===== src/design/ils_pkg.sv =====
// ----------------------------------------------------------------------------
// ils_pkg
// shared types and codes for the indexed list store
// ----------------------------------------------------------------------------
package ils_pkg;

    localparam int DATA_W = 32;
    localparam int OP_W   = 2;

    localparam logic [OP_W-1:0] OP_INSERT = 2'd0;
    localparam logic [OP_W-1:0] OP_ERASE  = 2'd1;
    localparam logic [OP_W-1:0] OP_GET    = 2'd2;
    localparam logic [OP_W-1:0] OP_SET    = 2'd3;

    typedef struct packed {
        logic            cmd_en;
        logic [OP_W-1:0] opcode;
        logic            rd_load;
        logic            rd_shift;
    } cell_cmd_t;

endpackage


===== src/design/ils_cell.sv =====
// ----------------------------------------------------------------------------
// ils_cell
// one list slot: holds an entry and one stage of the read line
// ----------------------------------------------------------------------------
module ils_cell #(
    parameter int INDEX = 0,
    parameter int POS_W = 7
) (
    input  logic                           aclk,
    input  ils_pkg::cell_cmd_t             cmd,
    input  logic [POS_W-1:0]               position,
    input  logic signed [ils_pkg::DATA_W-1:0] value,
    input  logic signed [ils_pkg::DATA_W-1:0] lower_entry,
    input  logic signed [ils_pkg::DATA_W-1:0] upper_entry,
    input  logic signed [ils_pkg::DATA_W-1:0] upper_rd,
    output logic signed [ils_pkg::DATA_W-1:0] entry,
    output logic signed [ils_pkg::DATA_W-1:0] rd
);

    localparam logic [POS_W-1:0] IDX = POS_W'(INDEX);

    logic signed [ils_pkg::DATA_W-1:0] entry_reg, entry_next;
    logic signed [ils_pkg::DATA_W-1:0] rd_reg, rd_next;

    always_comb begin
        entry_next = entry_reg;
        if (cmd.cmd_en) begin
            case (cmd.opcode)
                ils_pkg::OP_INSERT: begin
                    if (IDX == position) begin
                        entry_next = value;
                    end else if (IDX > position) begin
                        entry_next = lower_entry;
                    end
                end
                ils_pkg::OP_ERASE: begin
                    if (IDX >= position) begin
                        entry_next = upper_entry;
                    end
                end
                ils_pkg::OP_SET: begin
                    if (IDX == position) begin
                        entry_next = value;
                    end
                end
                default: begin
                    entry_next = entry_reg;
                end
            endcase
        end
    end

    always_comb begin
        rd_next = rd_reg;
        if (cmd.rd_load) begin
            rd_next = entry_reg;
        end else if (cmd.rd_shift) begin
            rd_next = upper_rd;
        end
    end

    always_ff @(posedge aclk) begin
        entry_reg <= entry_next;
        rd_reg    <= rd_next;
    end

    assign entry = entry_reg;
    assign rd    = rd_reg;

endmodule


===== config.mk =====
export PLATFORM = sky130hd
export DESIGN_NAME = ils_cell
export DESIGN_NICKNAME = d
export VERILOG_FILES = /design/src/design/ils_pkg.sv /design/src/design/ils_cell.sv
export SDC_FILE = /design/constraint.sdc
export NUM_CORES = 1
export LEC_CHECK = 0
export BUFFER_PORTS_ARGS = -buffer_cell sky130_fd_sc_hd__buf_4
export CAP_MARGIN = 30
export CORE_MARGIN = 4
export CORE_UTILIZATION = 40
export CTS_CLUSTER_DIAMETER = 30
export DETAILED_ROUTE_END_ITERATION = 6
export GPL_TIMING_DRIVEN = 0
export PLACE_DENSITY = 0.84
export SLEW_MARGIN = 10
export SYNTH_ARGS = -nofsm -noshare
export SYNTH_HDL_FRONTEND = slang
export SYNTH_SLANG_ARGS = --single-unit

===== constraint.sdc =====
create_clock -name aclk -period 3.35 [get_ports aclk]
set_input_delay 0.5025 -clock aclk [delete_from_list [all_inputs] [get_ports aclk]]
set_output_delay 0.5025 -clock aclk [all_outputs]
set_load 0.02 [all_outputs]

==> run_summary.xml, run 1 <==
<?xml version="1.0" encoding="UTF-8"?>
<metrics>
  <group name="worst_hold_path">
    <metric name="hold_end" unit="">rd[31]</metric>
    <metric name="min_delay_path_depth" unit="">2</metric>
    <metric name="hold_path_class" unit="">input port to register</metric>
    <metric name="critical_hold_path_startpoint" unit="">upper_rd[31]</metric>
  </group>
  <group name="floorplanning">
    <metric name="die_width" unit="um">101.9</metric>
    <metric name="cell_row_count" unit="">34</metric>
    <metric name="floorplan.io_pins" unit="">205</metric>
    <metric name="floorplan.die_area" unit="sq um">10390</metric>
    <metric name="placeableCoreArea" unit="sq um">8636</metric>
    <metric name="fp.dieH" unit="um">101.9</metric>
    <metric name="start_util" unit="">0.4086</metric>
  </group>
  <group name="power">
    <metric name="sequentialPowerShare" unit="">0.479</metric>
    <metric name="total_power" unit="mW">1.940</metric>
    <metric name="power.switching_fraction" unit="">0.2435</metric>
    <metric name="power.share.combinational" unit="">0.200</metric>
    <metric name="powerDensity" unit="nW/um^2">359.4</metric>
    <metric name="vdd_drop_max" unit="mV">0.1848</metric>
    <metric name="net-switching-power" unit="mW">0.4725</metric>
    <metric name="proportion_of_power_drawn_by_the_clock_network" unit="">0.321</metric>
    <metric name="cell_internal_pwr" unit="mW">1.468</metric>
    <metric name="leakagePower" unit="nW">2.135</metric>
  </group>
  <group name="global_route">
    <metric name="grt_first_pass_wirelength" unit="um">16830</metric>
    <metric name="pin_count_of_the_biggest_net_entering_global_routing" unit="">33</metric>
    <metric name="vias_in_the_first_global_route" unit="">3286</metric>
    <metric name="global_routing_usage_summed_across_all_routing_layers" unit="">0.2158</metric>
    <metric name="initial_antenna_violation_count" unit="">0</metric>
    <metric name="overflow_left_after_global_routing" unit="">0</metric>
  </group>
  <group name="clocking">
    <metric name="worst_setup_hold_path_clk_slew" unit="ns">0.07</metric>
    <metric name="clk_path_buf_depth" unit="">2</metric>
    <metric name="cts_tree" unit="">built</metric>
    <metric name="cts_sinks" unit="">64</metric>
    <metric name="cts_resized" unit="">0</metric>
    <metric name="htree_num_levels" unit="">3</metric>
    <metric name="postCtsSetupBuffers" unit="">0</metric>
    <metric name="root_buffer" unit="">clkbuf_8</metric>
    <metric name="cts.hold.buffers_added" unit="">0</metric>
    <metric name="numCtsBuffers" unit="">9</metric>
    <metric name="insertion_delay" unit="ns">0.34</metric>
  </group>
  <group name="timing">
    <metric name="rsz0062_at_grt" unit="">false</metric>
    <metric name="worst_clock_skew" unit="ns">0.005833</metric>
    <metric name="max_freq" unit="GHz">0.4202</metric>
    <metric name="post-route-period-util" unit="">0.7103</metric>
    <metric name="slew_hr" unit="">0.4699</metric>
    <metric name="worstMarginPinSlew" unit="ns">0.7952</metric>
    <metric name="final-max-slew-violation-count" unit="">0</metric>
    <metric name="finalCriticalPeriod" unit="ns">2.380</metric>
    <metric name="timing.final.hold_violations" unit="">0</metric>
    <metric name="report.final.setup_viol" unit="">0</metric>
  </group>
  <group name="logic_synthesis">
    <metric name="syn_area" unit="sq um">3528</metric>
    <metric name="synth_top_area_frac" unit="">0.5447</metric>
    <metric name="synth_warnings" unit="">0</metric>
    <metric name="postSynth.asyncResetShare" unit="">0</metric>
    <metric name="synthMostInstantiatedCell" unit="">edfxtp_1</metric>
    <metric name="synth_fp_nets" unit="">435</metric>
    <metric name="seq_area_frac_synth" unit="">0.5447</metric>
    <metric name="ys_top_cells_by_count" unit="">64 x edfxtp_1, 33 x nor2b_1, 33 x o21ai_0</metric>
    <metric name="synth-edff-count" unit="">64</metric>
    <metric name="avgSynthCellArea" unit="sq um">12.00</metric>
    <metric name="ys_seq_elements" unit="">64</metric>
    <metric name="synth_cell_type_count" unit="">17</metric>
    <metric name="yosysTopAreaCell" unit="">edfxtp_1</metric>
    <metric name="synth_ff_type" unit="">edfxtp_1</metric>
    <metric name="synthesis.instances" unit="">294</metric>
    <metric name="most_area_consuming_cells_after_synthesis" unit="">edfxtp_1 54%, mux2_2 10%, a22oi_1 6.8%</metric>
  </group>
  <group name="job">
    <metric name="max_cap_viol_count" unit="">0</metric>
  </group>
  <group name="layout">
    <metric name="final_core_util" unit="">0.6252</metric>
    <metric name="final_layout_size_suffix_gt1_frac" unit="">0.4990</metric>
    <metric name="ant_diodes" unit="">0</metric>
    <metric name="layout.filler_cells" unit="">721</metric>
    <metric name="area_delta_synth_final" unit="%">53.01</metric>
    <metric name="layout.nets" unit="">650</metric>
  </group>
  <group name="placement">
    <metric name="place.detailed.hpwl" unit="um">9240</metric>
    <metric name="gpl.final_weighted_congestion" unit="">0.8862</metric>
    <metric name="portBuffers" unit="">203</metric>
  </group>
  <group name="drt">
    <metric name="dr.pass1.iters" unit="">4</metric>
    <metric name="num_vias" unit="">3353</metric>
    <metric name="dr.first_iter.drc_count" unit="">173</metric>
    <metric name="drt-vias-per-instance" unit="">5.399</metric>
    <metric name="wirelength" unit="um">11790</metric>
    <metric name="detail_route.drc_violations" unit="">0</metric>
    <metric name="wl_per_cell" unit="um">18.98</metric>
    <metric name="antenna_violating_nets_post_route" unit="">0</metric>
  </group>
  <group name="setup_path">
    <metric name="worst_reg2reg_path_startpoint" unit="">entry[24]</metric>
    <metric name="worst_ep_arrival_time" unit="ns">2.43</metric>
    <metric name="crit_path_end_kind" unit="">register</metric>
    <metric name="timing.reg2reg.worst_path_depth" unit="">1</metric>
    <metric name="setup.worst_path.start_class" unit="">input port</metric>
    <metric name="worst-endpoint-required" unit="ns">3.40</metric>
    <metric name="worstSetupPathType" unit="">input port to register</metric>
    <metric name="slack_of_the_worst_reg_to_reg_path" unit="ns">2.39</metric>
    <metric name="regToRegEndpoint" unit="">rd[24]</metric>
    <metric name="critPathMaxFanout" unit="">17</metric>
  </group>
  <group name="status">
    <metric name="run_status" unit="">finished, final reports clean</metric>
  </group>
</metrics>
[cell families (layout without fill, tap and decap cells)]
kind of cell	after synthesis	in the layout	synth area share
compound gates	97	97	0.1830
buf+inv	30	249	0.04361
flops	64	64	0.5447
mux	32	32	0.1021
simple gates	71	71	0.1266
[cells in the final DEF, fill, tap and decap left out, drive strengths merged, types with 2 or more instances in the layout]
cell    instances
buf           208
edfxtp         64
clkbuf         35
nor2b          33
o21ai          33
nand2b         32
a22oi          32
o211ai         32
mux2           32
clkinv          4
or2             2
[cell type report]
class	instances	area, sq um	area share
clock buffer	10	127.6	0.02364
multi-input combinational	200	1460	0.2705
timing repair buffer	204	1551	0.2874
sequential	64	1922	0.3560
tap	108	135.1	0.02503
buffer	29	150.1	0.02781
inverter	1	3.754	0.0006952
clock inverter	5	48.80	0.009038
[critical path, stage by stage]
cell and delay [ns]:
buf_4 0.11, or4_4 0.57, or2_1 0.26, buf_6 0.14, buf_8 0.14, nor2_4 0.46, buf_16 0.22
[per-layer routing]
metal  part of all wire  GRT usage  up-vias  routed length (um)
met4              0.027    0.08174        0                 315
met1               0.36     0.2450     1606                4248
met2               0.53     0.3959      175                6281
li1                   -          -     1550                   -
met3              0.080    0.04710       22                 939
met5                  0          0        -                   0
[worst max-delay path by stage]
stage / start / end
6_report: position[3] / entry[2]
2_1_floorplan: position[3] / entry[0]
3_5_place_dp: position[3] / entry[24]
4_1_cts: position[3] / entry[9]
5_1_grt: position[3] / entry[2]
3_3_place_gp: position[3] / entry[22]
[stage by stage]
stage / area [sq um] / cells / setup slack [ns] / TNS, ns / hold slack [ns]
floorplan: 3528 / 294 / 0.004381 / 0 / 0.7168
global placement: 5187 / 605 / -0.8142 / -26.04 / 0.5653
detailed placement: 5223 / 606 / 0.6065 / 0 / 0.5634
CTS: 5399 / 621 / 0.9675 / 0 / 0.4536
global route: 5399 / 621 / 0.8845 / 0 / 0.4456
finish: 5399 / 621 / 0.9704 / 0 / 0.4675
[power by group through the flow]
stage | Clock (mW) | Combinational, mW | Sequential, mW
detailed placement | 0 | 0.388 | 0.947
finish | 0.622 | 0.389 | 0.929
floorplan | 0 | 0.132 | 0.986
global route | 0.664 | 0.418 | 0.931
CTS | 0.633 | 0.389 | 0.930
global placement | 0 | 0.377 | 0.946
Power figures use the tool's default switching activity.
==> run 2, diff against run 1 <==
ABC_AREA = 1   (was not set)
PLACE_DENSITY = 0.79   (was 0.84)
clock period = 2.4 ns   (was 3.35 ns; I/O delays follow)
==> run 2 against run 1 <==
Compared with the run above: combinational power rose by 54%; via count rose by 21%; non-clock buffer count rose by 2; cell count rose by 36%; first-iteration DRC count rose by 66%; area after synthesis rose by 11%; critical path type unchanged; critical endpoint is now entry[29].
==> run_summary.xml, run 2 <==
<?xml version="1.0" encoding="UTF-8"?>
<metrics>
  <group name="logic_synthesis">
    <metric name="postSynth.asyncResetShare" unit="">0</metric>
    <metric name="avgSynthCellArea" unit="sq um">7.857</metric>
    <metric name="synthMostInstantiatedCell" unit="">nand2_1</metric>
    <metric name="synthesis.instances" unit="">497</metric>
    <metric name="most_area_consuming_cells_after_synthesis" unit="">edfxtp_1 49%, nand2_1 12%, nand3_1 12%</metric>
    <metric name="seq_area_frac_synth" unit="">0.4921</metric>
    <metric name="synth_ff_type" unit="">edfxtp_1</metric>
    <metric name="syn_area" unit="sq um">3905</metric>
    <metric name="synth_warnings" unit="">0</metric>
    <metric name="ys_seq_elements" unit="">64</metric>
    <metric name="ys_top_cells_by_count" unit="">129 x nand2_1, 99 x inv_1, 95 x nand3_1</metric>
    <metric name="synth_top_area_frac" unit="">0.4921</metric>
    <metric name="synth_fp_nets" unit="">638</metric>
    <metric name="synth_cell_type_count" unit="">21</metric>
    <metric name="synth-edff-count" unit="">64</metric>
    <metric name="yosysTopAreaCell" unit="">edfxtp_1</metric>
  </group>
  <group name="setup_path">
    <metric name="crit_path_end_kind" unit="">register</metric>
    <metric name="critPathMaxFanout" unit="">17</metric>
    <metric name="timing.critical_path.cells" unit="">buf_4, inv_2, buf_2, o21ai_1, nor3_4, buf_16</metric>
    <metric name="worst-endpoint-required" unit="ns">2.44</metric>
    <metric name="setup.worst_path.start_class" unit="">input port</metric>
    <metric name="cp_slowest_cell" unit="">nor3_4</metric>
    <metric name="timing.critical_path.max_delay_family" unit="">buffers and inverters</metric>
    <metric name="worst_ep_arrival_time" unit="ns">1.87</metric>
    <metric name="path_buf_inv" unit="">4</metric>
    <metric name="critical_path.max_stage_delay" unit="ns">0.68</metric>
    <metric name="worstSetupPathType" unit="">input port to register</metric>
  </group>
  <group name="timing">
    <metric name="worst_clock_skew" unit="ns">0.01165</metric>
    <metric name="report.final.setup_viol" unit="">0</metric>
    <metric name="rsz0062_at_grt" unit="">false</metric>
    <metric name="finalCriticalPeriod" unit="ns">1.831</metric>
    <metric name="timing.final.hold_violations" unit="">0</metric>
    <metric name="worstMarginPinSlew" unit="ns">0.8655</metric>
    <metric name="slew_hr" unit="">0.4211</metric>
    <metric name="max_freq" unit="GHz">0.5462</metric>
    <metric name="post-route-period-util" unit="">0.7629</metric>
    <metric name="final-max-slew-violation-count" unit="">0</metric>
  </group>
  <group name="power">
    <metric name="vdd_drop_max" unit="mV">0.2620</metric>
    <metric name="power.share.combinational" unit="">0.207</metric>
    <metric name="sequentialPowerShare" unit="">0.451</metric>
    <metric name="powerDensity" unit="nW/um^2">494.3</metric>
    <metric name="proportion_of_power_drawn_by_the_clock_network" unit="">0.341</metric>
    <metric name="net-switching-power" unit="mW">0.7211</metric>
    <metric name="leakagePower" unit="nW">2.941</metric>
    <metric name="power.switching_fraction" unit="">0.2500</metric>
    <metric name="cell_internal_pwr" unit="mW">2.163</metric>
  </group>
  <group name="layout">
    <metric name="mostFrequentLayoutCells" unit="">206 x buf_4, 129 x nand2_1, 99 x inv_1</metric>
    <metric name="layout.cells.most_common" unit="">buf_4</metric>
    <metric name="layout.filler_cells" unit="">865</metric>
    <metric name="area_delta_synth_final" unit="%">49.41</metric>
    <metric name="final_layout_size_suffix_gt1_frac" unit="">0.3631</metric>
    <metric name="ant_diodes" unit="">0</metric>
    <metric name="fin_cells" unit="">845</metric>
    <metric name="final_core_util" unit="">0.6226</metric>
    <metric name="layout.nets" unit="">852</metric>
    <metric name="multi_input_comb_area" unit="sq um">1371</metric>
    <metric name="seqCellArea" unit="sq um">1922</metric>
  </group>
  <group name="global_route">
    <metric name="overflow_left_after_global_routing" unit="">0</metric>
    <metric name="grt_first_pass_wirelength" unit="um">20080</metric>
    <metric name="vias_in_the_first_global_route" unit="">4004</metric>
    <metric name="initial_antenna_violation_count" unit="">0</metric>
    <metric name="pin_count_of_the_biggest_net_entering_global_routing" unit="">33</metric>
    <metric name="global_routing_usage_summed_across_all_routing_layers" unit="">0.2250</metric>
  </group>
  <group name="clocking">
    <metric name="postCtsSetupBuffers" unit="">0</metric>
    <metric name="cts_tree" unit="">built</metric>
    <metric name="numCtsBuffers" unit="">9</metric>
    <metric name="htree_num_levels" unit="">3</metric>
    <metric name="root_buffer" unit="">clkbuf_8</metric>
    <metric name="cts_sinks" unit="">64</metric>
    <metric name="clk_path_buf_depth" unit="">2</metric>
    <metric name="insertion_delay" unit="ns">0.33</metric>
    <metric name="cts_resized" unit="">0</metric>
    <metric name="cts.hold.buffers_added" unit="">0</metric>
    <metric name="worst_setup_hold_path_clk_slew" unit="ns">0.07</metric>
  </group>
  <group name="drt">
    <metric name="wirelength" unit="um">12880</metric>
    <metric name="detail_route.drc_violations" unit="">0</metric>
    <metric name="antenna_violating_nets_post_route" unit="">0</metric>
    <metric name="wl_per_cell" unit="um">15.25</metric>
    <metric name="drt-vias-per-instance" unit="">4.804</metric>
    <metric name="num_vias" unit="">4059</metric>
    <metric name="dr.first_iter.drc_count" unit="">287</metric>
    <metric name="dr.pass1.iters" unit="">5</metric>
  </group>
  <group name="placement">
    <metric name="gpl.final_weighted_congestion" unit="">0.8973</metric>
    <metric name="portBuffers" unit="">202</metric>
    <metric name="numPlacedInstances" unit="">829</metric>
    <metric name="place.detailed.hpwl" unit="um">10430</metric>
  </group>
  <group name="worst_hold_path">
    <metric name="hold_path_class" unit="">input port to register</metric>
  </group>
  <group name="floorplanning">
    <metric name="fp.dieH" unit="um">106.8</metric>
    <metric name="floorplan.die_area" unit="sq um">11410</metric>
    <metric name="floorplan.io_pins" unit="">205</metric>
    <metric name="placeableCoreArea" unit="sq um">9371</metric>
    <metric name="cell_row_count" unit="">35</metric>
    <metric name="die_width" unit="um">106.8</metric>
    <metric name="start_util" unit="">0.4167</metric>
  </group>
  <group name="status">
    <metric name="run_status" unit="">finished, final reports clean</metric>
  </group>
  <group name="job">
    <metric name="max_cap_viol_count" unit="">0</metric>
  </group>
</metrics>
## run 2: layout make-up
type	instances	area share
plain buffers	32	0.04032
clock buffers	11	0.02252
clock inverters	5	0.01394
inverters	102	0.06648
multi-input cells	299	0.2350
flip-flops and latches	64	0.3294
well taps	129	0.02766
repair buffers	203	0.2646
## run 2: power groups by stage
| stage | sequential [mW] | combinational, mW | clock [mW] |
|---|---|---|---|
| 2_1_floorplan | 1.39 | 0.221 | 0 |
| 3_3_place_gp | 1.33 | 0.586 | 0 |
| 3_5_place_dp | 1.33 | 0.594 | 0 |
| 4_1_cts | 1.30 | 0.596 | 0.998 |
| 5_1_grt | 1.31 | 0.657 | 1.05 |
| 6_report | 1.30 | 0.598 | 0.984 |
## run 2: kinds of logic (layout without fill, tap and decap cells)
| logic type | Yosys count | after routing | share of synthesized area |
|---|---|---|---|
| AOI/OAI and AO/OA | 65 | 65 | 0.08331 |
| buffers and inverters | 134 | 353 | 0.1596 |
| and+or+nand+nor | 234 | 234 | 0.2650 |
| DFF | 64 | 64 | 0.4921 |
## run 2: metal layers
metal  global-route usage  part of all wire  up-vias
li1                     -                 -     2018
met1               0.2824              0.40     1813
met2               0.3871              0.50      204
met3              0.04395             0.078       24
met4              0.07763             0.026        0
met5                    0                 0        -
## run 2: worst min-delay path: stages
cell     delay (ns)
buf_4          0.07
nand2_1        0.04
nand2_1        0.04
## run 2: path summary, 6_finish.rpt
kind / from / endpoint / slack, ns / cells after the start
setup / recovery: cmd[3] / entry[29] / 0.57 / 6
hold reg to reg: entry[31] / rd[31] / 0.56 / 2
hold / removal: upper_rd[29] / rd[29] / 0.29 / 3
setup reg to reg: entry[2] / rd[2] / 1.56 / 2
## run 2: per-stage QoR
stage	power (mW)	instance area [sq um]	setup WS (ns)	hold slack, ns	setup TNS, ns
final	2.884	5834	0.5691	0.2853	0
after detailed placement	1.921	5622	0.2199	0.5468	0
after global placement	1.911	5594	-0.01433	0.5416	-0.4130
after floorplan	1.606	3916	0.4213	0.5386	0
after CTS	2.895	5834	0.5709	0.2760	0
after global routing	3.012	5834	0.4140	0.2795	0
